## config.mk

```make
export PLATFORM = sky130hd
export DESIGN_NAME = bspm_stack_ctrl
export DESIGN_NICKNAME = d
export VERILOG_FILES = /design/src/rtl/core/bspm_pkg.sv /design/src/rtl/core/bspm_stack_ctrl.sv
export SDC_FILE = /design/constraint.sdc
export NUM_CORES = 1
export LEC_CHECK = 0
export ABC_AREA = 1
export BUFFER_PORTS_ARGS = -buffer_cell sky130_fd_sc_hd__buf_4
export CAP_MARGIN = 20
export CORE_UTILIZATION = 53
export DETAILED_ROUTE_END_ITERATION = 8
export PLACE_DENSITY = 0.77
export SYNTH_ARGS = -nofsm -noshare
export SYNTH_HDL_FRONTEND = slang
export SYNTH_SLANG_ARGS = --single-unit
```

## constraint.sdc

```tcl
create_clock -name aclk -period 2.6 [get_ports aclk]
set_input_delay 0.39 -clock aclk [delete_from_list [all_inputs] [get_ports aclk]]
set_output_delay 0.39 -clock aclk [all_outputs]
set_load 0.02 [all_outputs]
```

## src/rtl/core/bspm_pkg.sv

```systemverilog
`default_nettype none
package bspm_pkg;

    localparam int MAX_LEN_DEFAULT = 1024;
    localparam int POS_W           = 10;
    localparam int NKINDS          = 4;

    localparam logic [7:0] CH_ROUND_OPEN   = 8'h28;  // (
    localparam logic [7:0] CH_ROUND_CLOSE  = 8'h29;  // )
    localparam logic [7:0] CH_CURLY_OPEN   = 8'h7B;  // {
    localparam logic [7:0] CH_CURLY_CLOSE  = 8'h7D;  // }
    localparam logic [7:0] CH_SQUARE_OPEN  = 8'h5B;  // [
    localparam logic [7:0] CH_SQUARE_CLOSE = 8'h5D;  // ]
    localparam logic [7:0] CH_ANGLE_OPEN   = 8'h3C;  // <
    localparam logic [7:0] CH_ANGLE_CLOSE  = 8'h3E;  // >
    localparam logic [7:0] CH_BREAK        = 8'h2B;  // +

    localparam logic [1:0] KIND_ROUND  = 2'd0;
    localparam logic [1:0] KIND_CURLY  = 2'd1;
    localparam logic [1:0] KIND_SQUARE = 2'd2;
    localparam logic [1:0] KIND_ANGLE  = 2'd3;

    localparam logic [1:0] ST_PAIR      = 2'd0;
    localparam logic [1:0] ST_UNMATCHED = 2'd1;
    localparam logic [1:0] ST_TOO_LONG  = 2'd2;

    typedef struct packed {
        logic       is_bracket;
        logic       is_open;
        logic [1:0] kind;
    } sym_class_t;

    // result waiting for the stack read to return
    typedef struct packed {
        logic             is_pair;
        logic [POS_W-1:0] close_pos;
        logic [1:0]       kind;
        logic [1:0]       status;
    } pend_t;

    function automatic sym_class_t classify(input logic [7:0] sym);
        sym_class_t c;
        c = '{is_bracket: 1'b1, is_open: 1'b1, kind: KIND_ROUND};
        unique case (sym)
            CH_ROUND_OPEN:   c = '{1'b1, 1'b1, KIND_ROUND};
            CH_ROUND_CLOSE:  c = '{1'b1, 1'b0, KIND_ROUND};
            CH_CURLY_OPEN:   c = '{1'b1, 1'b1, KIND_CURLY};
            CH_CURLY_CLOSE:  c = '{1'b1, 1'b0, KIND_CURLY};
            CH_SQUARE_OPEN:  c = '{1'b1, 1'b1, KIND_SQUARE};
            CH_SQUARE_CLOSE: c = '{1'b1, 1'b0, KIND_SQUARE};
            CH_ANGLE_OPEN:   c = '{1'b1, 1'b1, KIND_ANGLE};
            CH_ANGLE_CLOSE:  c = '{1'b1, 1'b0, KIND_ANGLE};
            default:         c = '{1'b0, 1'b0, KIND_ROUND};
        endcase
        return c;
    endfunction

endpackage
`default_nettype wire

```

## src/rtl/core/bspm_stack_ctrl.sv

```systemverilog
`default_nettype none
module bspm_stack_ctrl #(
    parameter int MAX_LEN = bspm_pkg::MAX_LEN_DEFAULT,
    parameter int AW      = $clog2(MAX_LEN),
    parameter int MW      = AW + 2
) (
    input  wire logic                      aclk,
    input  wire logic                      aresetn,
    input  wire logic                      s_valid,
    output logic                           s_ready,
    input  wire logic [7:0]                s_symbol,
    input  wire logic                      s_last,
    output logic                           mem_we,
    output logic      [MW-1:0]             mem_waddr,
    output logic      [bspm_pkg::POS_W-1:0] mem_wdata,
    output logic                           mem_re,
    output logic      [MW-1:0]             mem_raddr,
    input  wire logic                      pend_take,
    output logic                           pend_valid,
    output bspm_pkg::pend_t                pend
);

    localparam int PW = $clog2(MAX_LEN + 1);

    logic [PW-1:0] depth_reg [bspm_pkg::NKINDS];
    logic [PW-1:0] depth_next [bspm_pkg::NKINDS];
    logic [PW-1:0] pos_reg, pos_next;
    logic          err_reg, err_next;
    logic          pend_valid_reg, pend_valid_next;
    bspm_pkg::pend_t pend_reg, pend_next;

    bspm_pkg::sym_class_t cls;
    logic          accept, active, too_long, push, pop, unmatched, has_result;
    logic [PW-1:0] depth_cur, depth_dec;

    assign s_ready = !pend_valid_reg || pend_take;
    assign accept  = s_valid && s_ready;

    always_comb begin
        cls        = bspm_pkg::classify(s_symbol);
        active     = !err_reg && (s_symbol != bspm_pkg::CH_BREAK);
        too_long   = pos_reg >= PW'(MAX_LEN);
        depth_cur  = depth_reg[cls.kind];
        depth_dec  = depth_cur - PW'(1);
        push       = active && !too_long && cls.is_bracket && cls.is_open
                     && (depth_cur < PW'(MAX_LEN));
        pop        = active && !too_long && cls.is_bracket && !cls.is_open
                     && (depth_cur != '0);
        unmatched  = active && !too_long && cls.is_bracket && !cls.is_open
                     && (depth_cur == '0);
        has_result = active && (too_long || (cls.is_bracket && !cls.is_open));
    end

    // a beat does either a push or a pop, so a pop right after a push
    // reads the freshly written entry without forwarding
    assign mem_we    = accept && push;
    assign mem_waddr = {cls.kind, depth_cur[AW-1:0]};
    assign mem_wdata = bspm_pkg::POS_W'(pos_reg);
    assign mem_re    = accept && pop;
    assign mem_raddr = {cls.kind, depth_dec[AW-1:0]};

    always_comb begin
        depth_next      = depth_reg;
        pos_next        = pos_reg;
        err_next        = err_reg;
        pend_valid_next = pend_valid_reg && !pend_take;
        pend_next       = pend_reg;
        if (accept) begin
            if (push) begin
                depth_next[cls.kind] = depth_cur + PW'(1);
            end
            if (pop) begin
                depth_next[cls.kind] = depth_dec;
            end
            if (active && !too_long) begin
                pos_next = pos_reg + PW'(1);
            end
            if ((active && too_long) || unmatched) begin
                err_next = 1'b1;
            end
            if (has_result) begin
                pend_valid_next    = 1'b1;
                pend_next.is_pair  = pop;
                pend_next.close_pos = bspm_pkg::POS_W'(pos_reg);
                pend_next.kind     = too_long ? bspm_pkg::KIND_ROUND : cls.kind;
                pend_next.status   = too_long ? bspm_pkg::ST_TOO_LONG :
                                     unmatched ? bspm_pkg::ST_UNMATCHED :
                                     bspm_pkg::ST_PAIR;
            end
            // clear the structure state after its final beat
            if (s_last) begin
                for (int k = 0; k < bspm_pkg::NKINDS; k++) begin
                    depth_next[k] = '0;
                end
                pos_next = '0;
                err_next = 1'b0;
            end
        end
    end

    always_ff @(posedge aclk) begin
        if (!aresetn) begin
            for (int k = 0; k < bspm_pkg::NKINDS; k++) begin
                depth_reg[k] <= '0;
            end
            pos_reg        <= '0;
            err_reg        <= 1'b0;
            pend_valid_reg <= 1'b0;
        end else begin
            depth_reg      <= depth_next;
            pos_reg        <= pos_next;
            err_reg        <= err_next;
            pend_valid_reg <= pend_valid_next;
        end
        pend_reg <= pend_next;
    end

    assign pend_valid = pend_valid_reg;
    assign pend       = pend_reg;

    a_pop_gives_pend: assert property (@(posedge aclk) disable iff (!aresetn)
        mem_re |=> (pend_valid_reg && pend_reg.is_pair))
        else $error("pop without pending pair");

    a_pend_holds: assert property (@(posedge aclk) disable iff (!aresetn)
        (pend_valid_reg && !pend_take) |=> (pend_valid_reg && $stable(pend_reg)))
        else $error("pending result lost while stalled");

    a_one_access: assert property (@(posedge aclk) disable iff (!aresetn)
        !(mem_we && mem_re))
        else $error("push and pop in one beat");

    a_last_clears: assert property (@(posedge aclk) disable iff (!aresetn)
        (accept && s_last) |=> ((pos_reg == '0) && !err_reg))
        else $error("state not cleared after last beat");

endmodule
`default_nettype wire

```

==> results by group <==
Final layout
  • Post-layout instance count excluding filler cells: 1,103
  • Commonest non-fill, non-tap cells in the layout: 223 x sky130_fd_sc_hd__nand2_1, 165 x sky130_fd_sc_hd__buf_4, 117 x sky130_fd_sc_hd__nand3_1, 75 x sky130_fd_sc_hd__inv_1, 60 x sky130_fd_sc_hd__a21oi_1
  • Layout Nets: 986
  • Area grow syn2layout: 38.7%
  • Commonest non-fill, non-tap cell in the layout: sky130_fd_sc_hd__nand2_1
  • Largest register FFs: 44
  • Antenna Diode Count: 0
  • Area of all placed cells without fillers: 7240 um2
  • Fraction of final layout cells sized beyond drive strength 1: 0.329

Critical path
  • Data arrival at the endpoint of the critical path: 2160 ps
  • Kind of cell with the highest combined delay on the critical path: simple AND/OR/NAND/NOR gates
  • Worst Setup End Kind: output pin
  • Crit path largest cell delay: 200 ps
  • Worst path buffer plus inverter count: 6
  • Type of origin of the critical path: input pin
  • Cell chain of the critical path: buf_6 > nand2_4 > inv_6 > nand2_4 > nand2_8 > buf_4 > a21oi_4 > buf_12 > nand3_1 > nand3_2 > buf_4 > nand2_2 > nor2_2 > nand4_1 > nand2_2 > buf_6
  • Library cell contributing the largest single delay on the critical path: sky130_fd_sc_hd__a21oi_4
  • CP Data Required Time: 2210 ps
  • Critical-path maximum fanout: 5
  • Worst setup path class: in2out

Route
  • Wire length per cell: 17.0 um
  • Antenna-violating nets left: 0
  • Drt via density: 5.59
  • Overall via count from detail_route: 6,171
  • Detailed-route DRC error count: 0
  • DRC violation total after the first TritonRoute iteration: 517
  • Number of detailed-routing iterations run before antenna repair: 6
  • Aggregate routed wire length: 18,700 um

Synthesis
  • Distinct cells, synth: 44
  • Synth Net Count: 821
  • Post-Synth Adder-Cell Area: 0.00959
  • Top cells by area in the synthesized netlist: sky130_fd_sc_hd__dfxtp_1 22%, sky130_fd_sc_hd__nand2_1 17%, sky130_fd_sc_hd__nand3_1 12%, sky130_fd_sc_hd__edfxtp_1 8.6%, sky130_fd_sc_hd__inv_1 5.9%
  • Fraction of the mapped netlist area in simple logic gates: 0.468
  • Count of state elements after synthesis: 72
  • Synthesized netlist cell count: 804
  • Share of synthesized area occupied by flip-flops and latches: 0.305
  • Cell type with the largest total area after synthesis: sky130_fd_sc_hd__dfxtp_1
  • Share of synthesized flip-flops with an asynchronous set or reset: 0
  • Number of synthesized flops with an enable pin: 15
  • Most common flop cell mapped by yosys: sky130_fd_sc_hd__dfxtp_1
  • Xor-xnor portion of the synthesized cell area: 0.00671
  • Summed instance area of the synthesized netlist: 5220 um2
  • Yosys warns: 0
  • Synthesized area per cell: 6.49 um2
  • Mux contribution to synthesized area: 0
  • Complex-gate fraction of the synthesized area: 0.0940
  • Combinational family with the most area after synthesis: simple AND/OR/NAND/NOR gates
  • Fraction of synthesized cell area taken by the top area cell type: 0.219

Global route
  • Global-route track usage on met1: 0.437
  • Total overflow reported by the global router: 0
  • Total Routing Usage GR: 0.366
  • Wire length of the first global-routing pass: 28,500 um
  • Met3 capacity usage during global routing: 0.0690
  • Pin count of the biggest net entering global routing: 29
  • Met2 track demand over resource in global routing: 0.620
  • Initial antenna violation count: 0
  • Most heavily used metal layer in global routing: met2
  • Vias in the first global route: 5,762

Clock tree
  • Number of CTS-inserted buffers: 9
  • Clock edge transition at the registers on the reported setup and hold paths: 80 ps
  • Clock Tree Root: sky130_fd_sc_hd__clkbuf_8
  • H-Tree Level Count: 3
  • Buffers from clock root to sink, at most: 2
  • Clock network latency to the later pin of the worst-skew pair: 370 ps
  • TritonCTS clock tree: done
  • Clock Sink Count: 72

STA
  • Part of the cycle the worst path needs: 0.982
  • Maximum clock skew at final layout: 17.6 ps
  • Shortest period the worst path allows: 2550 ps
  • Slew at the pin with the worst max-slew slack: 602 ps
  • Finish-stage setup viols: 0
  • F_max: 392 MHz
  • Setup repair after global routing missed its margin: true
  • Number of max-slew violations in the final report: 0
  • Worst rel slew slack: 0.598
  • Final hold violation count: 0
  • Fin Setup TNS: 0 ps

Floorplanning
  • Number of rows created at floorplan: 35
  • Die ar.: 10,200 um2
  • Core area: 9370 um2
  • Die Ht: 101 um
  • Starting density of the core: 0.557
  • Width of the die: 101 um
  • Top-level port count: 66

Hold path
  • HP Class: in2reg

Status
  • Outcome: finished clean

Pwr
  • Maximum vdd drop: 278 uV
  • Static leakage: 3.30 nW
  • Pwr/cell area: 329 nW/um2

Run
  • Number of violations of the max-capacitance limit: 0

Placement
  • Placer Congestion: 1.04
  • Post-detailed-placement half-perimeter wirelength: 13,400 um
  • Placed Instances: 1,067
  • Area of placed instances: 6580 um2
  • Quantity of I/O buffers inserted on ports: 65
## layout make-up
class	instances	area [um2]
clock buffers	9	124
clock inverters	7	62.6
fillers	718	2130
inverters	94	388
multi-input cells	598	3290
flip-flops and latches	72	1590
well taps	129	161
repair buffers	194	1620
## report_power, final
part,leakage [nW],total (W),switching (W),internal (W)
clock network,0.0863,0.000905,0.000538,0.000367
registers,0.600,0.00114,0.00000328,0.00114
logic,2.61,0.000335,0.000204,0.000131
## metrics by stage
stage	power (W)	utilization	worst slack, ps	hold WS [ps]
after floorplan	0.00134	-	-38.4	431
after global placement	0.00145	0.702	-242	454
after detailed placement	0.00145	0.702	-231	458
after CTS	0.00235	0.747	-0.892	331
after global routing	0.00245	0.772	-42.5	354
final	0.00238	0.772	47.4	332
## cells in the mapped netlist (10+ instances only)
library cell and n:
sky130_fd_sc_hd__nor3_1 10, sky130_fd_sc_hd__nand2_2 10, sky130_fd_sc_hd__a21oi_1 60, sky130_fd_sc_hd__o21ai_0 12, sky130_fd_sc_hd__clkbuf_1 16, sky130_fd_sc_hd__inv_1 82, sky130_fd_sc_hd__nor2_1 60, sky130_fd_sc_hd__nand3_1 122
sky130_fd_sc_hd__inv_2 10, sky130_fd_sc_hd__dfxtp_1 57, sky130_fd_sc_hd__edfxtp_1 15, sky130_fd_sc_hd__nand2_1 240, sky130_fd_sc_hd__nand4_1 11, sky130_fd_sc_hd__buf_4 14
## worst min-delay path, cell delays in order
cell,delay [ps]
sky130_fd_sc_hd__buf_4,70
sky130_fd_sc_hd__inv_1,30
sky130_fd_sc_hd__nand2_1,90
sky130_fd_sc_hd__a21oi_1,70
## logic make-up (layout without fill, tap and decap cells)
family	after synthesis	in the layout
buffers and inverters	134	304
AND/OR/NAND/NOR	501	501
XOR/XNOR	4	4
AO/OA/AOI/OAI	89	89
adder cells (fa/ha/maj)	4	4
flip-flops	72	72
## worst paths after layout
path	start	slack [ps]	depth (start not counted)	end
min	pend_take	330	4	pend_valid
max	s_symbol[2]	50	16	mem_raddr[9]
max reg2reg	depth_reg[0]	370	17	depth_reg[20]
min reg2reg	depth_reg[32]	470	2	depth_reg[32]
## per-layer routing
metal,share of wire,vias to the layer above
met5,0,-
met4,0.042,0
met3,0.088,77
met2,0.48,346
met1,0.39,2831
li1,-,2917
## timing repair
action,in CTS,in global routing
hold buffers,0,0
setup endpoints to repair,8,13
setup buffers,10,10
resized for setup,31,51
pin swaps,13,34
No activity file was read; power rests on OpenSTA's default activity.
