## config.mk

```make
export PLATFORM = sky130hd
export DESIGN_NAME = bspm_out_stage
export DESIGN_NICKNAME = d
export VERILOG_FILES = /design/src/rtl/core/bspm_pkg.sv /design/src/rtl/core/bspm_out_stage.sv
export SDC_FILE = /design/constraint.sdc
export NUM_CORES = 1
export LEC_CHECK = 0
export BUFFER_PORTS_ARGS = -buffer_cell sky130_fd_sc_hd__buf_2
export CAP_MARGIN = 25
export CORE_MARGIN = 2
export CORE_UTILIZATION = 40
export CTS_BUF_LIST = sky130_fd_sc_hd__clkbuf_8
export DETAILED_ROUTE_END_ITERATION = 10
export PLACE_DENSITY = 0.75
export SLEW_MARGIN = 5
export SYNTH_ARGS = -nofsm -noshare
export SYNTH_HDL_FRONTEND = slang
export SYNTH_SLANG_ARGS = --single-unit
```

## constraint.sdc

```tcl
create_clock -name aclk -period 1.2 [get_ports aclk]
set_clock_uncertainty 0.05 [all_clocks]
set_input_delay 0.12 -clock aclk [delete_from_list [all_inputs] [get_ports aclk]]
set_output_delay 0.12 -clock aclk [all_outputs]
set_load 0.1 [all_outputs]
```

## src/rtl/core/bspm_pkg.sv

```systemverilog
`default_nettype none
package bspm_pkg;

    localparam int MAX_LEN_DEFAULT = 1024;
    localparam int POS_W           = 10;
    localparam int NKINDS          = 4;

    localparam logic [7:0] CH_ROUND_OPEN   = 8'h28;  // (
    localparam logic [7:0] CH_ROUND_CLOSE  = 8'h29;  // )
    localparam logic [7:0] CH_CURLY_OPEN   = 8'h7B;  // {
    localparam logic [7:0] CH_CURLY_CLOSE  = 8'h7D;  // }
    localparam logic [7:0] CH_SQUARE_OPEN  = 8'h5B;  // [
    localparam logic [7:0] CH_SQUARE_CLOSE = 8'h5D;  // ]
    localparam logic [7:0] CH_ANGLE_OPEN   = 8'h3C;  // <
    localparam logic [7:0] CH_ANGLE_CLOSE  = 8'h3E;  // >
    localparam logic [7:0] CH_BREAK        = 8'h2B;  // +

    localparam logic [1:0] KIND_ROUND  = 2'd0;
    localparam logic [1:0] KIND_CURLY  = 2'd1;
    localparam logic [1:0] KIND_SQUARE = 2'd2;
    localparam logic [1:0] KIND_ANGLE  = 2'd3;

    localparam logic [1:0] ST_PAIR      = 2'd0;
    localparam logic [1:0] ST_UNMATCHED = 2'd1;
    localparam logic [1:0] ST_TOO_LONG  = 2'd2;

    typedef struct packed {
        logic       is_bracket;
        logic       is_open;
        logic [1:0] kind;
    } sym_class_t;

    // result waiting for the stack read to return
    typedef struct packed {
        logic             is_pair;
        logic [POS_W-1:0] close_pos;
        logic [1:0]       kind;
        logic [1:0]       status;
    } pend_t;

    function automatic sym_class_t classify(input logic [7:0] sym);
        sym_class_t c;
        c = '{is_bracket: 1'b1, is_open: 1'b1, kind: KIND_ROUND};
        unique case (sym)
            CH_ROUND_OPEN:   c = '{1'b1, 1'b1, KIND_ROUND};
            CH_ROUND_CLOSE:  c = '{1'b1, 1'b0, KIND_ROUND};
            CH_CURLY_OPEN:   c = '{1'b1, 1'b1, KIND_CURLY};
            CH_CURLY_CLOSE:  c = '{1'b1, 1'b0, KIND_CURLY};
            CH_SQUARE_OPEN:  c = '{1'b1, 1'b1, KIND_SQUARE};
            CH_SQUARE_CLOSE: c = '{1'b1, 1'b0, KIND_SQUARE};
            CH_ANGLE_OPEN:   c = '{1'b1, 1'b1, KIND_ANGLE};
            CH_ANGLE_CLOSE:  c = '{1'b1, 1'b0, KIND_ANGLE};
            default:         c = '{1'b0, 1'b0, KIND_ROUND};
        endcase
        return c;
    endfunction

endpackage
`default_nettype wire

```

## src/rtl/core/bspm_out_stage.sv

```systemverilog
`default_nettype none
module bspm_out_stage (
    input  wire logic                       aclk,
    input  wire logic                       aresetn,
    input  wire logic                       pend_valid,
    input  wire bspm_pkg::pend_t            pend,
    input  wire logic [bspm_pkg::POS_W-1:0] stack_rdata,
    output logic                            pend_take,
    output logic                            m_valid,
    input  wire logic                       m_ready,
    output logic      [bspm_pkg::POS_W-1:0] m_open_pos,
    output logic      [bspm_pkg::POS_W-1:0] m_close_pos,
    output logic      [1:0]                 m_bracket_kind,
    output logic      [1:0]                 m_status
);

    logic                       valid_reg, valid_next;
    logic [bspm_pkg::POS_W-1:0] open_reg, open_next;
    logic [bspm_pkg::POS_W-1:0] close_reg, close_next;
    logic [1:0]                 kind_reg, kind_next;
    logic [1:0]                 status_reg, status_next;
    logic                       load;

    assign pend_take = !valid_reg || m_ready;
    assign load      = pend_valid && pend_take;

    always_comb begin
        valid_next  = valid_reg && !m_ready;
        open_next   = open_reg;
        close_next  = close_reg;
        kind_next   = kind_reg;
        status_next = status_reg;
        if (load) begin
            valid_next  = 1'b1;
            // stack read data is held until the next pop
            open_next   = pend.is_pair ? stack_rdata : '0;
            close_next  = pend.close_pos;
            kind_next   = pend.kind;
            status_next = pend.status;
        end
    end

    always_ff @(posedge aclk) begin
        if (!aresetn) begin
            valid_reg <= 1'b0;
        end else begin
            valid_reg <= valid_next;
        end
        open_reg   <= open_next;
        close_reg  <= close_next;
        kind_reg   <= kind_next;
        status_reg <= status_next;
    end

    assign m_valid        = valid_reg;
    assign m_open_pos     = open_reg;
    assign m_close_pos    = close_reg;
    assign m_bracket_kind = kind_reg;
    assign m_status       = status_reg;

endmodule
`default_nettype wire

```

==> metrics.md, run 1 <==
| Metric | Value |
|---|---|
| Slew margin rel. | `88.6%` |
| Horiz. Die Dim | `49.8 um` |
| Setup_tns | `0 ns` |
| Worst Setup End Kind | `output pin` |
| Unique masters post-synth | `7` |
| R2R Path End | `m_open_pos[7]` |
| CTS sink cnt | `25` |
| Hold Crit Depth | `2` |
| Initial DRC count | `12` |
| Syn nets | `68` |
| F_max | `932 MHz` |
| RSZ-0062 raised after global routing | `false` |
| Global placer's final weighted congestion | `0.592` |
| Tcrit/Tclk final | `89.4%` |
| # rows | `16` |
| Peak VDD IR | `1170 uV` |
| Hold Path Class | `input pin to flop` |
| Crit path time final | `1.07 ns` |
| Fin nets | `142` |
| Overall power | `2.26 mW` |
| Clock root buffer | `clkbuf_8` |
| Reg clk slew, reported paths | `0.08 ns` |
| Total GRT Usage | `18.3%` |
| Remaining DRCs | `0` |
| Post-Place Setup Slack | `0.0299 ns` |
| Commonest non-fill, non-tap cells in the layout | `28 x buf_2, 26 x buf_12, 24 x edfxtp_1, 14 x dlygate4sd3_1, 10 x and2_1` |
| Pwr dens | `1300 nW/um^2` |
| Ys Warns | `0` |
| Average vias per placed instance | `4.41` |
| Sequential fraction of the synthesis area | `88.1%` |
| CTS Buf Count | `3` |
| Netlist Area Pre-Place | `841 um^2` |
| First-pass GRT wire length | `3180 um` |
| Worst EP required | `1.03 ns` |
| Die footprint | `2480 um^2` |
| DRT Pass-1 Iters | `5` |
| DR WL/cell | `15.9 um` |
| P_leak | `0.734 nW` |
| FF+latch count, synth | `25` |
| WS Path Type | `flop to output pin` |
| CP startpoint kind | `flop` |
| Ant. Diodes | `0` |
| Port-buffer cells | `54` |
| Post-CTS setup buffers | `0` |
| Core area | `1980 um^2` |
| Fin util | `87.4%` |
| Post-route cell area | `1730 um^2` |
| Share of cells above drive strength 1 | `55.4%` |
| Outcome | `completed` |
| Setup slack, reg-to-reg | `0.13 ns` |
| Htree depth | `1` |
| Avg Inst Size Synth | `21.6 um^2` |
| R2r startpoint | `m_valid` |
| CTS tree | `built` |
| Area Growth Syn to Fin | `106%` |
| Initial core utilization | `42.4%` |
| Largest net degree at the start of global routing | `25` |
| Final ANT Viol Nets | `0` |
| Syn Inst Count | `39` |
| Worst-Margin Slew | `0.171 ns` |
| Commonest non-fill, non-tap cell in the layout | `buf_2` |
| Post-Place Cells | `120` |
| Worst setup margin | `0.127 ns` |
| Die Height | `49.8 um` |
| Worst-Skew Late Latency | `0.25 ns` |
| Global route overflow | `0` |
| R2R cell count | `2` |
| Via Count | `613` |
| Number of max-cap violations | `0` |
| Worst-path maximum fanout | `4` |
| Final hold slack | `0.0530 ns` |
| Hold worst-path end | `m_valid` |
| Final setup vio count | `0` |
| HP Start | `aresetn` |
| Initial antenna violation count | `0` |
| Placed cell areas | `1540 um^2` |
| CTS Buffer Depth | `2` |
| Hold Vio Cnt, Final | `0` |
| Final WL | `2210 um` |
| Critical path arrival | `0.90 ns` |
| Vias in the first global route | `611` |
| Max-slew violations | `0` |
| Final Non-Filler Cells | `139` |
| I/O pins | `55` |
## cells by family (layout without fill, tap and decap cells)
| family | after synthesis | count (layout) | share of synthesized area, % |
|---|---|---|---|
| buffers and inverters | 1 | 73 | 0.446 |
| and+or+nand+nor | 12 | 13 | 10.1 |
| AOI/OAI and AO/OA | 1 | 1 | 1.34 |
| DFF | 25 | 25 | 88.1 |
## flip-flops by register name, summed over array words and instances (netlist names)
name            flops
m_bracket_kind      2
m_open_pos         10
m_valid             1
m_status            2
m_close_pos        10
## report_power, final
group	switching, mW	internal [mW]
logic	0.461	0.274
registers	0.0440	1.02
clock network	0.228	0.228
total	0.733	1.52
## final cells by class
class	instances	area [um^2]
timing repair buffer	68	801
sequential	25	744
fill	79	249
multi-input combinational	14	105
clock buffer	3	41.3
tap	27	33.8
clock inverter	1	3.75
inverter	1	3.75
## how the worst max path moves through the flow
stage | depth (start not counted) | slack [ns] | startpoint | end
after global routing | 2 | 0.09 | m_valid | pend_take
final | 2 | 0.13 | m_valid | pend_take
after CTS | 2 | 0.02 | m_valid | m_open_pos[0]
after global placement | 2 | 0.06 | m_valid | m_bracket_kind[1]
after floorplan | 2 | -0.28 | m_valid | m_bracket_kind[0]
after detailed placement | 2 | 0.03 | m_valid | m_close_pos[4]
## Yosys cell counts
master     n  area share [%]
a21boi_2   1             1.3
and2_1    10             7.4
and2_4     1             1.0
dfxtp_1    1             2.4
edfxtp_1  24              86
inv_1      1            0.45
nand2b_4   1             1.6
## per-layer routing
| metal | vias up | part of all wire [%] | GRT usage (%) | wire length, um |
|---|---|---|---|---|
| met3 | 2 | 6.7 | 3.33 | 148 |
| li1 | 289 | - | - | - |
| met2 | 41 | 51 | 29.3 | 1130 |
| met1 | 281 | 41 | 24.1 | 904 |
| met5 | - | 0 | 0 | 0 |
| met4 | 0 | 0.86 | 8.33 | 19 |
## repair_timing
| item | 4_1_cts | 5_1_grt |
|---|---|---|
| endpoints found under the hold margin | 12 | 2 |
| resized for setup | 0 | 1 |
| hold buffers | 12 | 2 |
| endpoints found under the setup margin | 0 | 24 |
## worst max-delay path, cell delays in order, from the launching register on
cell and delay, ns:
dfxtp_4 0.37, nand2b_4 0.10, buf_12 0.18
Note: power is estimated with default switching activity, not from simulation.
==> inputs of run 2 (changes only) <==
--- a/config.mk
+++ b/config.mk
@@ -11,6 +11,7 @@
 export CORE_UTILIZATION = 40
 export CTS_BUF_LIST = sky130_fd_sc_hd__clkbuf_8
 export DETAILED_ROUTE_END_ITERATION = 10
+export HOLD_SLACK_MARGIN = 0.1
 export PLACE_DENSITY = 0.75
 export SLEW_MARGIN = 5
 export SYNTH_ARGS = -nofsm -noshare
==> metrics.md, run 2 (same netlist as run 1, synthesis figures left out) <==
| Metric | Value |
|---|---|
| Fin nets | `152 (+7.0%)` |
| Crit path time final | `1.10 ns (+0.0312 ns)` |
| Total GRT Usage | `23.7% (+5.4 points)` |
| Via Count | `676 (+10%)` |
| Reg power frac | `46.2% (-1.0 points)` |
| Worst EP required | `1.03 ns (about the same)` |
| Worst-path maximum fanout | `4 (unchanged)` |
| Worst Path Buf+Inv | `1 (unchanged)` |
| Post-route cell area | `1830 um^2 (+5.8%)` |
| WS Path Type | `flop to output pin` |
| Tcrit/Tclk final | `92.0% (+2.6 points)` |
| Setup slack, reg-to-reg | `0.1 ns (-0.03 ns)` |
| Remaining DRCs | `0 (unchanged)` |
| Port-buffer cells | `54 (unchanged)` |
| Initial core utilization | `42.4% (unchanged)` |
| CP startpoint | `m_valid` |
| CTS Buffer Depth | `2 (unchanged)` |
| Vias in the first global route | `732 (+20%)` |
| I/O pins | `55 (unchanged)` |
| Htree depth | `1 (unchanged)` |
| Placed cell areas | `1540 um^2 (unchanged)` |
| Worst-Margin Slew | `0.178 ns (+0.00741 ns)` |
| Clock root buffer | `clkbuf_8` |
| Final WL | `2810 um (+27%)` |
| Global placer's final weighted congestion | `0.592 (unchanged)` |
| CTS Buf Count | `3 (unchanged)` |
| Slew margin rel. | `88.1% (-0.49 points)` |
| Worst path max stage delay | `0.37 ns (about the same)` |
| Worst Setup End Kind | `output pin` |
| RSZ-0062 raised after global routing | `false` |
| Critical path arrival | `0.93 ns (+0.03 ns)` |
| Pwr dens | `1260 nW/um^2 (-3.2%)` |
| Final setup vio count | `0 (unchanged)` |
| Final hold slack | `0.108 ns (+0.0549 ns)` |
| Largest net degree at the start of global routing | `25 (unchanged)` |
| Internal power | `1.54 mW (+1.4%)` |
| Reg clk slew, reported paths | `0.08 ns (about the same)` |
| DRT Pass-1 Iters | `4 (-1)` |
| Number of fill cells | `55 (-30%)` |
| Register cell area after layout | `744 um^2 (unchanged)` |
| F_max | `906 MHz (-2.8%)` |
| Share of cells above drive strength 1 | `50.8% (-4.5 points)` |
| Area Growth Syn to Fin | `118%` |
| Average vias per placed instance | `4.54 (+2.9%)` |
| # rows | `16 (unchanged)` |
| Worst path slowest cell | `dfxtp_4` |
| Fin util | `92.5% (+5.1 points)` |
| Switching share of power | `33.2% (+0.66 points)` |
| Crit-path cells | `nand2b_4 -> buf_12` |
| Comb pwr share | `33.3% (+0.7 points)` |
| Worst-Skew Late Latency | `0.26 ns (about the same)` |
| Delay-heaviest family, CP | `flip-flops` |
| First-pass GRT wire length | `4110 um (+29%)` |
| Commonest non-fill, non-tap cell in the layout | `buf_2` |
| P_sw | `0.767 mW (+4.5%)` |
| Hold Path Class | `input pin to flop` |
| Core area | `1980 um^2 (unchanged)` |
| Clk network pwr share | `20.6% (+0.4 points)` |
| CTS sink cnt | `25 (unchanged)` |
| Outcome | `completed` |
| R2r startpoint | `m_valid` |
| CP startpoint kind | `flop` |
| Global route overflow | `0 (unchanged)` |
| Post-CTS setup buffers | `0 (unchanged)` |
| HP Start | `stack_rdata[6]` |
| Commonest non-fill, non-tap cells in the layout | `28 x buf_2, 26 x buf_12, 24 x dlygate4sd3_1, 24 x edfxtp_1, 10 x and2_1` |
| Die Height | `49.8 um (unchanged)` |
| CTS tree | `built` |
| Number of max-cap violations | `0 (unchanged)` |
| Peak VDD IR | `1030 uV (-12%)` |
| Max-slew violations | `0 (unchanged)` |
| Final ANT Viol Nets | `0 (unchanged)` |
| Hold Vio Cnt, Final | `0 (unchanged)` |
| Horiz. Die Dim | `49.8 um (unchanged)` |
| Footprint of the multi-input gates | `105 um^2 (unchanged)` |
| Ant. Diodes | `0 (unchanged)` |
| Die footprint | `2480 um^2 (unchanged)` |
| Initial antenna violation count | `0 (unchanged)` |
| DR WL/cell | `18.8 um (+19%)` |
| Initial DRC count | `19 (+7)` |
| P_leak | `0.776 nW (+5.7%)` |
[run 2: final timing paths]
path / endpoint / depth (start not counted)
worst max register to register: m_close_pos[2] / 2
worst min register to register: m_valid / 2
worst max-delay path: pend_take / 2
worst min-delay path: m_open_pos[6] / 2
[run 2: worst register-to-register path, delay by kind of cell, from the launching register on]
family,cells,cell delay (ns)
flops,1,0.37
simple gates,2,0.39
[run 2: cell type report]
cell class	count	share of cell area, %
tap	27	1.84
clock buffer	3	2.25
timing repair buffer	78	49.1
multi-input combinational	14	5.73
clock inverter	1	0.205
inverter	1	0.205
sequential	25	40.6
[run 2: power groups by stage]
stage,Combinational [mW],Sequential (mW),Clock (mW)
2_1_floorplan,0.0471,1.43,0
3_3_place_gp,0.680,1.08,0
3_5_place_dp,0.694,1.09,0
4_1_cts,0.753,1.07,0.464
5_1_grt,0.785,1.07,0.521
6_report,0.768,1.07,0.476
[run 2: per-layer routing]
metal | part of all wire [%] | up-vias | GRT usage (%)
met4 | 0.96 | 0 | 9.72
met3 | 6.3 | 2 | 4.55
li1 | - | 309 | -
met1 | 41 | 320 | 28.3
met2 | 52 | 45 | 41.6
met5 | 0 | - | 0
[run 2: through the flow]
stage	setup WS (ns)	std cells	setup TNS (ns)	power (mW)
2_1_floorplan	-0.278	39	-6.68	1.48
3_3_place_gp	0.0596	120	0	1.76
3_5_place_dp	0.0299	120	0	1.78
4_1_cts	0.0177	147	0	2.28
5_1_grt	0.0735	149	0	2.38
6_report	0.0961	149	0	2.31
[run 2: repair_timing]
action / in CTS / in global routing
setup endpoints to repair: 0 / 24
resized for setup: 0 / 1
hold endpoints to repair: 22 / 1
hold buffers: 23 / 1
