## src/rtl/core/bspm_ram.sv

```systemverilog
`default_nettype none
module bspm_ram #(
    parameter int WIDTH = 8,
    parameter int DEPTH = 16
) (
    input  wire logic                     aclk,
    input  wire logic                     we,
    input  wire logic [$clog2(DEPTH)-1:0] waddr,
    input  wire logic [WIDTH-1:0]         wdata,
    input  wire logic                     re,
    input  wire logic [$clog2(DEPTH)-1:0] raddr,
    output logic      [WIDTH-1:0]         rdata
);

    logic [WIDTH-1:0] mem [DEPTH];

    always_ff @(posedge aclk) begin
        if (we) begin
            mem[waddr] <= wdata;
        end
        if (re) begin
            rdata <= mem[raddr];
        end
    end

endmodule
`default_nettype wire

```

## config.mk

```make
export PLATFORM = sky130hd
export DESIGN_NAME = bspm_ram
export DESIGN_NICKNAME = d
export VERILOG_FILES = /design/src/rtl/core/bspm_ram.sv
export SDC_FILE = /design/constraint.sdc
export NUM_CORES = 1
export LEC_CHECK = 0
export BUFFER_PORTS_ARGS = -buffer_cell sky130_fd_sc_hd__buf_2
export CORE_MARGIN = 8
export CORE_UTILIZATION = 40
export DETAILED_ROUTE_END_ITERATION = 12
export REMOVE_ABC_BUFFERS = 1
export SKIP_CTS_REPAIR_TIMING = 1
export SYNTH_ARGS = -nofsm -noshare
export SYNTH_HDL_FRONTEND = slang
export SYNTH_SLANG_ARGS = --single-unit
```

## constraint.sdc

```tcl
create_clock -name aclk -period 2.88 [get_ports aclk]
set_clock_uncertainty 0.15 [all_clocks]
set_input_delay 0.576 -clock aclk [delete_from_list [all_inputs] [get_ports aclk]]
set_output_delay 0.576 -clock aclk [all_outputs]
set_load 0.05 [all_outputs]
```

==> results.sh, run 1 <==
export IMPL_status="finished clean"
export IMPL_power_density_nw_per_um2=760.4
export IMPL_coreArea_um2=12670
export IMPL_dpl_cell_count=435
export IMPL_ys_seq_area_share_pct=78.12
export IMPL_wl_met3_um=498
export IMPL_initial_utilization_pct=41.26
export IMPL_die_w_um=130.3
export IMPL_worstSetupStartpointType="primary input"
export IMPL_multi_input_area_um2=1057
export IMPL_clockBufferDepth=2
export IMPL_ant_nets=0
export IMPL_grt_pass1_vias=2510
export IMPL_worstMarginPinSlew_ns=0.6161
export IMPL_critPathMaxFanout=32
export IMPL_stdcell_count=467
export IMPL_routed_wl_um=10460
export IMPL_cts_buffers=17
export IMPL_first_pass_iters=4
export IMPL_root_buffer="clkbuf_16"
export IMPL_layout_setup_ws_ns=0.8493
export IMPL_antenna_found_initial=0
export IMPL_port_buffer_count=26
export IMPL_viasPerCell=5.223
export IMPL_synthArstFlopShare_pct=0
export IMPL_synth_cells=229
export IMPL_fillCellCount=1026
export IMPL_worstPathArrival_ns=2.03
export IMPL_layout_drive_gt1_share_pct=31.19
export IMPL_maxSlewViolCount=0
export IMPL_synth_flop_cell="edfxtp_1"
export IMPL_clk_latency_ns=0.41
export IMPL_fp_dieH_um=130.3
export IMPL_drt_wirelength_per_cell_um=22.40
export IMPL_clk_pin_slew_ns=0.06
export IMPL_yosys_area_top_type_share_pct=78.12
export IMPL_wl_met2_um=4774
export IMPL_cts_tree="yes"
export IMPL_finalSetupViolations=0
export IMPL_critPathKind="primary input to flip-flop"
export IMPL_min_period_over_period_pct=70.51
export IMPL_peakVddDrop_mv=0.3908
export IMPL_gp_congestion=0.7130
export IMPL_h_tree_depth=4
export IMPL_synth_area_leaders="edfxtp_1 (78%), mux4_2 (7.8%), mux4_1 (7.0%)"
export IMPL_drc=0
export IMPL_synth_seq_cells=136
export IMPL_fin_crit_ns=2.031
export IMPL_met1_length_um=5032
export IMPL_clock_fmax_mhz=492.4
export IMPL_dp_slack_ns=0.4319
export IMPL_grt_usage_pct=13.26
export IMPL_synth_distinct_cells=18
export IMPL_globalRoute_totalOverflow=0
export IMPL_maxUsedRoutingLayer="met4"
export IMPL_vias=2439
export IMPL_yosysMostFrequentCell="edfxtp_1"
export IMPL_rsz0062_at_grt="no"
export IMPL_cts_sinks=136
export IMPL_netlist_area_um2=5228
export IMPL_hpwlAfterDp_um=6717
export IMPL_p_leak_nw=2.116
export IMPL_grt_max_degree=33
export IMPL_nNetsFinal=301
export IMPL_drt_iter0_drc=300
export IMPL_placed_cell_area_um2=5647
export IMPL_grt_pass1_wl_um=15510
export IMPL_hold_path_class="primary input to flip-flop"
export IMPL_syn_to_final_growth_pct=20.13
export IMPL_hold_viol_final=0
export IMPL_synth_edf_count=136
export IMPL_seq_area_um2=4084
export IMPL_p_total_mw=4.775
export IMPL_tns_ns=0
export IMPL_dieArea_um2=16980
export IMPL_drv_cap=0
export IMPL_critPathRequiredTime_ns=2.88
export IMPL_io_pins=27
export IMPL_crit_path_end_kind="flip-flop"
export IMPL_std_cell_rows=41
export IMPL_synth_common_cells="edfxtp_1 (136), mux4_2 (18), a22oi_1 (16)"
export IMPL_stdcell_area_um2=6280
export IMPL_synth_top_area_cell="edfxtp_1"
export IMPL_ys_warnings_count=0
export IMPL_max_slew_margin_pct=58.77
export IMPL_syn_avg_cell_area_um2=22.83
export IMPL_insertedDiodeCount=0
-- sequential cells by signal, indices dropped and copies added (netlist names) --
name and cells:
mem 128, rdata 8
-- cell families after synthesis --
logic type	synth area share, %
flops	78.12
buf+inv	1.651
compound gates	2.298
mux	14.79
simple gates	3.136
-- layout by cell type (no fill, tap or decap), types with 4 or more instances in the layout --
| cell | n |
|---|---|
| bufinv_16 | 5 |
| nor2_1 | 13 |
| clkbuf_16 | 17 |
| edfxtp_1 | 136 |
| mux4_2 | 18 |
| nor3_1 | 4 |
| buf_4 | 16 |
| a22oi_1 | 16 |
| mux4_1 | 14 |
| buf_2 | 26 |
| nand2_1 | 9 |
-- metrics by stage --
stage          util (%)  hold slack, ns
2_1_floorplan         -          0.5249
4_1_cts           49.56          0.3615
6_report          49.56          0.3802
3_5_place_dp      44.56          0.5890
5_1_grt           49.56          0.3709
3_3_place_gp      44.56          0.5889
-- path summary, 6_finish.rpt --
path,startpoint,to,slack (ns),cells past startpoint
worst max register to register,mem[2][2],rdata[2],1.18,3
worst max-delay path,raddr[0],rdata[2],0.85,5
worst min-delay path,re,rdata[5],0.38,1
worst min register to register,mem[12][6],rdata[6],0.60,3
-- layer usage --
metal  vias to the layer above  global-route usage, %
met1                      1263                  18.37
met2                        78                  18.86
met5                         -                      0
met4                         0                  6.489
li1                       1088                      -
met3                        10                  3.713
-- critical path: stages --
cell     delay (ns)
buf_2          0.12
buf_12         0.24
mux4_1         0.65
a22oi_1        0.29
nand2_1        0.10
-- where the power goes --
part | leakage (nW) | internal (mW) | switching, mW
registers | 1.24 | 2.23 | 0.0108
logic | 0.578 | 0.0865 | 0.156
clock network | 0.301 | 1.52 | 0.770
-- layout make-up --
class                   count  share of cell area [%]
multi-input cells          83                   16.84
well taps                 172                   3.427
repair buffers             44                   4.622
clock inverters            15                   3.307
clock buffers              17                   6.774
flip-flops and latches    136                   65.03
Power figures use the tool's default switching activity.
==> inputs of run 2 (changes only) <==
==> constraint.sdc (replaced) <==
create_clock -name aclk -period 1.65 [get_ports aclk]
set_clock_uncertainty 0.15 [all_clocks]
set_input_delay 0.33 -clock aclk [delete_from_list [all_inputs] [get_ports aclk]]
set_output_delay 0.33 -clock aclk [all_outputs]
set_load 0.05 [all_outputs]
==> run 2 against run 1 <==
Critical path depth up 1. Sequential share of layout area down 1.8 points. Combinational power up 95%. Register-to-register slack worse by 1.2 ns. Die area unchanged. Final area up 2.9%. Critical path type unchanged. Critical endpoint is now rdata[3].
==> results.sh, run 2 (synthesized netlist as in run 1, its figures left out) <==
export IMPL_clock_fmax_mhz=615.0
export IMPL_grt_pass1_vias=2788
export IMPL_vias=2551
export IMPL_io_pins=27
export IMPL_p_int_mw=6.422
export IMPL_status="finished clean"
export IMPL_critPathRequiredTime_ns=1.65
export IMPL_final_cell_mix="edfxtp_1 (136), buf_4 (42), buf_2 (26), mux4_2 (18), clkbuf_16 (17)"
export IMPL_seq_power_share_pct=48.7
export IMPL_drt_wirelength_per_cell_um=22.24
export IMPL_gp_congestion=0.7169
export IMPL_grt_pass1_wl_um=16990
export IMPL_p_leak_nw=2.235
export IMPL_worstMarginPinSlew_ns=0.8473
export IMPL_tns_ns=0
export IMPL_h_tree_depth=4
export IMPL_stdcell_count=493
export IMPL_path_buf_inv=3
export IMPL_fin_crit_ns=1.626
export IMPL_die_w_um=130.3
export IMPL_root_buffer="clkbuf_16"
export IMPL_worstSetupStartpointType="primary input"
export IMPL_cts_sinks=136
export IMPL_cts_tree="yes"
export IMPL_layout_drive_gt1_share_pct=37.38
export IMPL_maxSlewViolCount=0
export IMPL_clockBufferDepth=2
export IMPL_critPathMaxFanout=14
export IMPL_hpwlAfterDp_um=7352
export IMPL_largest_reg_flops=128
export IMPL_slowest_delay_ns=0.57
export IMPL_p_switching_mw=1.612
export IMPL_p_sw_share_pct=20.06
export IMPL_clk_pin_slew_ns=0.06
export IMPL_whs_ns=0.1434
export IMPL_viasPerCell=5.174
export IMPL_globalRoute_totalOverflow=0
export IMPL_drc=0
export IMPL_slowest_stage="mux4_1"
export IMPL_placed_cell_area_um2=5847
export IMPL_clk_latency_ns=0.41
export IMPL_crit_chain="buf_2 > buf_12 > buf_4 > mux4_1 > a22oi_2 > nand2_1"
export IMPL_grt_max_degree=17
export IMPL_finalSetupViolations=0
export IMPL_drv_cap=0
export IMPL_worstPathArrival_ns=1.63
export IMPL_stdcell_area_um2=6460
export IMPL_port_buffer_count=26
export IMPL_grt_usage_pct=14.35
export IMPL_min_period_over_period_pct=98.54
export IMPL_regMostFlops="mem"
export IMPL_coreArea_um2=12670
export IMPL_antenna_found_initial=0
export IMPL_final_common_cell="edfxtp_1"
export IMPL_syn_to_final_growth_pct=23.58
export IMPL_power_density_nw_per_um2=1244
export IMPL_nNetsFinal=329
export IMPL_rsz0062_at_grt="yes"
export IMPL_std_cell_rows=41
export IMPL_insertedDiodeCount=0
export IMPL_dieArea_um2=16980
export IMPL_first_pass_iters=4
export IMPL_fp_dieH_um=130.3
export IMPL_peakVddDrop_mv=0.5884
export IMPL_cts_buffers=17
export IMPL_max_slew_margin_pct=43.31
export IMPL_dpl_cell_count=460
export IMPL_hold_viol_final=0
export IMPL_drt_iter0_drc=169
export IMPL_cpLargestDelayFamily="multiplexers"
export IMPL_critPathKind="primary input to flip-flop"
export IMPL_clkPwrFrac_pct=45.4
export IMPL_top_regs="mem (128), rdata (8)"
export IMPL_ant_nets=0
export IMPL_crit_path_end_kind="flip-flop"
export IMPL_r2r_slack_ns=0.03
export IMPL_comb_power_share_pct=5.9
export IMPL_initial_utilization_pct=41.26
export IMPL_routed_wl_um=10960
export IMPL_hold_path_class="primary input to flip-flop"
[run 2: area by class of cell]
class	count	area (um2)
well taps	172	215.2
clock buffers	19	432.9
clock inverters	11	132.6
fillers	1047	6211
multi-input cells	83	1070
flip-flops and latches	136	4084
repair buffers	72	525.5
[run 2: power by group through the flow]
stage	Clock, mW	Combinational (mW)	Sequential (mW)
2_1_floorplan	0	0.155	4.04
3_3_place_gp	0	0.460	3.98
3_5_place_dp	0	0.467	3.99
4_1_cts	3.71	0.467	3.92
5_1_grt	3.87	0.508	3.92
6_report	3.65	0.473	3.91
[run 2: stage by stage]
| step | worst slack (ns) | total power [mW] | utilization [%] |
|---|---|---|---|
| after floorplan | -0.3229 | 4.194 | - |
| after global placement | -0.4281 | 4.443 | 46.14 |
| after detailed placement | -0.4324 | 4.453 | 46.14 |
| after CTS | -0.03703 | 8.090 | 50.61 |
| after global routing | -0.04874 | 8.293 | 50.98 |
| final | 0.02408 | 8.034 | 50.98 |
[run 2: path summary, 6_finish.rpt]
kind              startpoint       end  cells after the start
setup / recovery    raddr[0]  rdata[3]                      6
hold / removal            re  rdata[2]                      1
setup reg to reg   mem[3][7]  rdata[7]                      4
hold reg to reg   mem[15][5]  rdata[5]                      3
[run 2: layer usage]
metal | share of wire [%] | track usage [%] | routed length (um) | vias to the layer above
li1 | - | - | - | 1140
met1 | 45 | 18.39 | 4942 | 1331
met2 | 49 | 22.73 | 5347 | 64
met3 | 4.3 | 3.468 | 471 | 16
met4 | 1.8 | 6.557 | 201 | 0
met5 | 0 | 0 | 0 | -
==> inputs of run 3 (changes only) <==
--- a/config.mk
+++ b/config.mk
@@ -5,6 +5,7 @@
 export SDC_FILE = /design/constraint.sdc
 export NUM_CORES = 1
 export LEC_CHECK = 0
+export ABC_AREA = 1
 export BUFFER_PORTS_ARGS = -buffer_cell sky130_fd_sc_hd__buf_2
 export CORE_MARGIN = 8
 export CORE_UTILIZATION = 40
==> run 3 against run 2 <==
Non-clock buffer count down 14. Via count up 51%. Fmax up 3.7%. Combinational power up 15%. Final cell count up 62%. Total power up 9.9%. Global-route usage up 0.50 points. Clock power up 20%. Synthesized cell count up 140%. Die area up 10%. Core utilization down 2.2 points. Flip-flop and latch count unchanged. Largest power group is now the clock network. Highest routed layer unchanged.
==> results.sh, run 3 <==
export IMPL_routed_wl_um=13000
export IMPL_layout_setup_ws_ns=0.08154
export IMPL_nNetsFinal=623
export IMPL_rsz0062_at_grt="no"
export IMPL_drv_cap=0
export IMPL_slowest_stage="edfxtp_1"
export IMPL_peakVddDrop_mv=0.7496
export IMPL_drt_iter0_drc=336
export IMPL_maxSlewViolCount=0
export IMPL_grt_pass1_vias=3835
export IMPL_fin_crit_ns=1.568
export IMPL_netlist_area_um2=5847
export IMPL_critPathKind="flip-flop to output port"
export IMPL_min_period_over_period_pct=95.06
export IMPL_p_int_mw=7.034
export IMPL_drt_wirelength_per_cell_um=16.23
export IMPL_syn_to_final_growth_pct=20.37
export IMPL_dp_slack_ns=-0.04024
export IMPL_cts_buffers=17
export IMPL_coreArea_um2=14420
export IMPL_synth_common_cells="nand2_1 (173), edfxtp_1 (136), inv_1 (100)"
export IMPL_hold_depth=1
export IMPL_crit_chain="buf_2"
export IMPL_dieArea_um2=18740
export IMPL_grt_pass1_wl_um=20660
export IMPL_min_from="re"
export IMPL_r2r_end="rdata[6]"
export IMPL_cpLargestDelayFamily="flip-flops"
export IMPL_hold_viol_final=0
export IMPL_clock_fmax_mhz=637.6
export IMPL_viasPerCell=4.820
export IMPL_first_pass_iters=5
export IMPL_max_slew_margin_pct=57.70
export IMPL_fp_dieH_um=136.9
export IMPL_grt_usage_pct=14.85
export IMPL_p_sw_share_pct=20.33
export IMPL_port_buffer_count=26
export IMPL_cts_sinks=136
export IMPL_slowest_delay_ns=0.39
export IMPL_status="finished clean"
export IMPL_worstSetupStartpointType="flip-flop"
export IMPL_whs_ns=0.1577
export IMPL_clk_latency_ns=0.41
export IMPL_tns_ns=0
export IMPL_placed_cell_area_um2=6356
export IMPL_final_common_cell="nand2_1"
export IMPL_gp_congestion=0.8434
export IMPL_r2r_slack_ns=0.42
export IMPL_top_regs="mem (128), rdata (8)"
export IMPL_initial_utilization_pct=40.54
export IMPL_layout_drive_gt1_share_pct=14.42
export IMPL_comb_power_share_pct=6.2
export IMPL_globalRoute_totalOverflow=0
export IMPL_synth_seq_cells=136
export IMPL_clkPwrFrac_pct=49.4
export IMPL_io_pins=27
export IMPL_stdcell_area_um2=7038
export IMPL_synthArstFlopShare_pct=0
export IMPL_r2r_cells=6
export IMPL_p_leak_nw=3.050
export IMPL_crit_path_end_kind="output port"
export IMPL_synth_top_area_cell="edfxtp_1"
export IMPL_drc=0
export IMPL_clockBufferDepth=2
export IMPL_synth_flop_cell="edfxtp_1"
export IMPL_post_route_util_pct=48.79
export IMPL_critPathRequiredTime_ns=1.17
export IMPL_cp_startpoint="rdata[3]"
export IMPL_p_total_mw=8.830
export IMPL_synth_cells=551
export IMPL_ant_nets=0
export IMPL_path_buf_inv=1
export IMPL_vias=3861
export IMPL_worstPathArrival_ns=1.09
export IMPL_p_switching_mw=1.795
export IMPL_worstMarginPinSlew_ns=0.6336
export IMPL_hpwlAfterDp_um=8424
export IMPL_ys_seq_area_share_pct=69.85
export IMPL_finalSetupViolations=0
export IMPL_cts_tree="yes"
export IMPL_critPathMaxFanout=1
export IMPL_synth_area_leaders="edfxtp_1 (70%), nand2_1 (11%), nand3_1 (8.3%)"
export IMPL_fillCellCount=1304
export IMPL_ys_warnings_count=0
export IMPL_seq_power_share_pct=44.4
export IMPL_power_density_nw_per_um2=1255
export IMPL_final_cell_mix="nand2_1 (173), edfxtp_1 (136), inv_1 (100), nand3_1 (97)"
export IMPL_root_buffer="clkbuf_16"
export IMPL_h_tree_depth=4
export IMPL_r2r_start="mem[6][6]"
export IMPL_std_cell_rows=44
export IMPL_min_to="rdata[4]"
export IMPL_regMostFlops="mem"
export IMPL_antenna_found_initial=0
export IMPL_hold_path_class="primary input to flip-flop"
export IMPL_synth_distinct_cells=11
export IMPL_stdcell_count=801
export IMPL_grt_max_degree=39
export IMPL_clk_pin_slew_ns=0.06
export IMPL_dpl_cell_count=769
export IMPL_yosysMostFrequentCell="nand2_1"
export IMPL_insertedDiodeCount=0
export IMPL_largest_reg_flops=128
export IMPL_yosys_area_top_type_share_pct=69.85
export IMPL_syn_avg_cell_area_um2=10.61
export IMPL_die_w_um=136.9
export IMPL_synth_edf_count=136
run 3: cell types whose count changed after synthesis, moves of 4 or more:
cell	change
a22oi_1	-16
buf_2	+10
inv_1	+100
mux4_1	-14
mux4_2	-18
nand2_1	+164
nand3_1	+96
nor2_1	+4
nor3_1	-4
run 3: layout make-up:
class	instances	area, um2	share of cell area [%]
sequential	136	4084	58.03
multi-input combinational	289	1214	17.24
timing repair buffer	58	445.4	6.329
clock buffer	18	429.2	6.098
inverter	102	382.9	5.440
clock inverter	14	252.7	3.591
tap	184	230.2	3.271
run 3: worst register-to-register path, delay by kind of cell, from the launching register on:
kind / cells / cell delay (ns)
AND/OR/NAND/NOR: 5 / 0.41
flip-flops: 1 / 0.36
buffers and inverters: 1 / 0.06
run 3: layer usage:
metal	up-vias	GRT usage [%]	routed length, um
met3	11	3.414	460
met4	0	6.518	178
li1	1888	-	-
met2	96	24.46	6439
met1	1866	18.34	5922
met5	-	0	0
run 3: cell families after synthesis:
kind of cell,share of synthesized area (%)
buf+inv,9.394
simple gates,20.76
flops,69.85
run 3: power by group through the flow:
stage | clock (mW) | combinational, mW | sequential [mW]
4_1_cts | 4.42 | 0.550 | 3.92
3_5_place_dp | 0 | 0.547 | 3.99
3_3_place_gp | 0 | 0.544 | 3.99
6_report | 4.37 | 0.546 | 3.92
2_1_floorplan | 0 | 0.209 | 4.04
5_1_grt | 4.58 | 0.604 | 3.92
run 3: worst max path at each step:
stage | to | slack [ns] | cells past startpoint
2_1_floorplan | rdata[2] | 0.05 | 6
3_3_place_gp | rdata[6] | -0.04 | 6
3_5_place_dp | rdata[4] | -0.04 | 6
4_1_cts | rdata[0] | 0.04 | 1
5_1_grt | rdata[3] | 0.04 | 1
6_report | rdata[3] | 0.08 | 1
